### config.mk
export PLATFORM = sky130hd
export DESIGN_NAME = pqm_ram
export DESIGN_NICKNAME = d
export VERILOG_FILES = /design/src/sv/pqm_ram.sv
export SDC_FILE = /design/constraint.sdc
export NUM_CORES = 2
export LEC_CHECK = 0
export BUFFER_PORTS_ARGS = -buffer_cell sky130_fd_sc_hd__buf_2
export CORE_MARGIN = 2
export CORE_UTILIZATION = 35
export DETAILED_ROUTE_END_ITERATION = 7
export PLACE_DENSITY = 0.48
export SLEW_MARGIN = 20
export SYNTH_ARGS = -nofsm -noshare
export SYNTH_HDL_FRONTEND = slang
export SYNTH_SLANG_ARGS = --single-unit
### constraint.sdc
create_clock -name i_clk -period 4.8 [get_ports i_clk]
set_input_delay 0.24 -clock i_clk [delete_from_list [all_inputs] [get_ports i_clk]]
set_output_delay 0.24 -clock i_clk [all_outputs]
set_load 0.05 [all_outputs]
### src/sv/pqm_ram.sv
`timescale 1ns / 1ps
`default_nettype none

module pqm_ram #(
    parameter int WIDTH = 8,
    parameter int DEPTH = 256,
    parameter int AW    = (DEPTH > 1) ? $clog2(DEPTH) : 1
) (
    input  wire logic             i_clk,
    input  wire logic             i_we,
    input  wire logic [AW-1:0]    i_waddr,
    input  wire logic [WIDTH-1:0] i_wdata,
    input  wire logic [AW-1:0]    i_raddr,
    output logic      [WIDTH-1:0] o_rdata
);

    logic [WIDTH-1:0] r_mem [DEPTH];

    always_ff @(posedge i_clk) begin
        if (i_we) begin
            r_mem[i_waddr] <= i_wdata;
        end
        o_rdata <= r_mem[i_raddr];
    end

endmodule

`default_nettype wire

## Word level (Yosys, flattened, before mapping)

Memories as Yosys holds them, arrays and structs flattened. A register that Yosys moved wholly into a read port is not among the register bits.
Cells that the tools add are included.

- Mux-type cells: 2

Operators by type and width:

| operator | number |
|---|---|
| two-way mux 1 bit | 2 |

- Memories kept: 1
- Memory bits (writable): 2048
- Register bits after elaboration: 0

Memories:

| name | depth | width | rd ports | clocked after Yosys merged registers in | wr ports | RTL line | RTL |
|---|---|---|---|---|---|---|---|
| r_mem | 256 | 8 | 1 | 1 | 1 | 17 | `logic [WIDTH-1:0] r_mem [DEPTH];` |

## Longest topological paths before layout

- Depth after elaboration: 2
- Gate-level depth with buffers: 11
- Gate-level depth less buffers: 6

## Worst setup path before layout

OpenSTA, ideal clock, no wires.

- Path type: input -> register
- Start point: in i_raddr[0]
- End point: reg o_rdata[2], read port of r_mem
- Path slack: 2.622 ns
- Buffers on the path: 4
- Data arrival time: 2.047 ns
- Stages on the path: 9
- Cell sequence: buf_6 buf_12 buf_8 buf_2 mux4_2 a22oi_1 a21oi_1 nor4_1 nor4_2

RTL lines:

| element | RTL line | RTL |
|---|---|---|
| start: declaration | 13 | `input wire logic [AW-1:0] i_raddr,` |
| end: declaration | 14 | `output logic [WIDTH-1:0] o_rdata` |

==> results by group <==
GRT
  – Largest net degree at the start of global routing: 135
  – Antenna violations before repair: 13
  – Number of global-route vias before repair: 38,980
  – Tot GR Track Use: 18.61%
  – Global-route wire length before repair: 305,900 um
  – Total gr overflow: 0

Final layout
  – Non-filler cells, final: 7,086
  – Proportion of layout cells with a drive suffix above 1: 23.14%
  – Number of nets in the layout: 3,913
  – Area Overhead vs Synth: 13.61%
  – FILL cells: 20,080
  – Flip-flop and latch area: 61,660 um2
  – Area of the multi-input gates: 16,540 um2

Clock tree
  – CTS buffer count: 213
  – Clock buffer depth: 3
  – CTS tree: built
  – CTS Sinks: 2,056
  – Worst-Skew Late Latency: 0.85 ns
  – Root buf cell: clkbuf_16
  – Setup bufs post-CTS: 0
  – Clock transition at path regs: 0.06 ns
  – CTS H-tree depth: 4

Logic synthesis
  – Gate Count Post-Synth: 3,733
  – Ys async rst share: 0%
  – Synth Area per Inst: 21.31 um2
  – FF+latch count, synth: 2,056
  – Synth Flop Type: edfxtp_1
  – Synth area leaders: edfxtp_1 77%, mux4_2 13%, mux2i_1 1.7%
  – Top-area cell type share of the netlist area: 77.30%
  – Warnings from Yosys: 0
  – Post-synth top cells: 2,048 x edfxtp_1, 454 x mux4_2, 282 x nor2_1
  – Synth cell types: 55
  – Syn Nets: 3,759
  – Synth Cell Area: 79,560 um2
  – Area leader, netlist: edfxtp_1
  – Most common cell in the netlist: edfxtp_1
  – Post-synth EDFFs: 2,048
  – Seq/Total Area, Yosys: 77.50%

Critical path
  – CP Max Fanout: 1
  – Crit path DAT: 3.83 ns
  – Slowest cell on the critical path: a221oi_1
  – Setup crit end kind: register
  – CP bufs+invs: 0
  – R2R setup slack: 1.66 ns
  – Crit-path cells: mux4_2 > a22o_1 > a221oi_1 > o32ai_1 > nor3_1 > nor4_1
  – Kind of critical path: reg -> reg
  – Max incr delay on CP: 0.77 ns
  – Critical Path RT: 5.49 ns
  – Startpoint Class: register
  – Crit path max-delay family: compound AO/OA/AOI/OAI gates

Place
  – Placer Congestion: 0.7998
  – Detailed-placement wirelength estimate: 133,700 um
  – Pre-CTS setup slack: 0.8637 ns
  – Placed cell count: 6,673
  – Buffers on Ports: 33

Timing
  – Minimum clock period: 3.139 ns
  – RSZ-0062 raised after global routing: no
  – Setup TNS: 0 ns
  – Maximum clock rate: 318.6 MHz
  – Final slew viol count: 0
  – Final hold violation count: 0
  – Worst Tran Pin Value: 1.234 ns
  – Final setup vio count: 0
  – Max_slew headroom: 17.76%
  – Final Skew: 0.02902 ns
  – Final worst path period share: 65.40%
  – Final WS setup: 1.661 ns
  – Hold WS: 0.2191 ns

Pwr
  – Power Dens Cells: 418.9 nW/um2
  – Lkg Pwr: 27.53 nW
  – Peak VDD IR: 0.3431 mV
  – PnR Total Power: 37.86 mW

Floorplan
  – Initial Utilization: 35.11%
  – Die Ht: 480.8 um
  – Die width: 480.8 um
  – Rows: 175
  – Core area: 226,600 um2
  – DIE AREA: 231,100 um2
  – I/O pin cnt: 34

Run
  – Max-cap violations: 0

Routing
  – Post-route ant nets: 1
  – DR vias/cell: 5.419
  – Vias after detailed routing: 38,400
  – Total wire length: 217,000 um
  – DRC: 0
  – Initial DRC count: 3,784
  – Post-detailed-route wirelength per cell: 30.62 um
  – DR pass1 iterations: 5

Outcome
  – Status: finished with violations
  – Failing checks: antenna rules

Worst hold path
  – Hold Path Class: in -> reg
==> placed cells by master (no fill, tap or decap), drive strengths merged, types with 12 or more instances in the layout <==
cell       n
o21ai     12
o221ai    47
bufinv    17
nand3     34
mux4     456
clkbuf   259
buf      164
a221oi    14
nand2     33
clkinv   112
a21oi     96
o22ai     28
nor2     282
a211oi    16
nor2b     31
edfxtp  2048
nor3      22
nor4      27
mux2i    134
a22oi    133
==> worst min-delay path, cell delays in order <==
cell and delay, ns:
buf_2 0.16, nand3_1 0.20, nor2_1 0.22
==> repair_timing <==
item                      4_1_cts  5_1_grt
resized for setup               0        0
hold endpoints to repair      287        0
hold buffers                    8        0
==> report_power, final <==
part | internal [mW] | switching [mW]
combinational | 0.617 | 1.30
sequential | 19.8 | 0.0231
clock | 9.20 | 6.93
==> kinds of logic (layout without fill, tap and decap cells) <==
family,after synthesis,count (layout),share of synthesized area [%]
compound gates,385,385,3.419
buf+inv,235,572,1.831
flops,2056,2056,77.50
mux,591,591,14.62
other cells,0,7,0
simple gates,466,466,2.628
==> final timing paths <==
check,to,depth (start not counted),from
max,o_rdata[3],6,r_mem[83][3]
min,r_mem[171][4],3,i_waddr[1]
max reg2reg,o_rdata[3],6,r_mem[83][3]
min reg2reg,o_rdata[5],7,r_mem[32][5]
==> metrics by stage <==
stage / cell area [um2] / utilization [%]
2_1_floorplan: 79560 / -
3_3_place_gp: 83450 / 36.82
3_5_place_dp: 83530 / 36.86
4_1_cts: 90360 / 39.87
5_1_grt: 90360 / 39.87
6_report: 90380 / 39.88
==> layer usage <==
metal	GRT usage [%]	vias to the layer above	part of all wire, %
li1	-	16050	-
met1	26.62	20920	45
met2	30.03	1152	48
met3	3.114	266	5.2
met4	3.783	4	1.7
met5	0	-	0.0092
==> sequential cells by signal (all words and copies together) (netlist names) <==
register and cells:
r_mem 2048, o_rdata 8
==> cell type report <==
type / count / share of cell area, %
clock buffer: 259 / 6.216
sequential: 2056 / 68.22
tap: 3009 / 4.166
antenna: 7 / 0.01938
inverter: 2 / 0.008306
timing repair buffer: 172 / 1.811
clock inverter: 139 / 1.258
multi-input combinational: 1442 / 18.30
(Power assumes the default switching activity.)
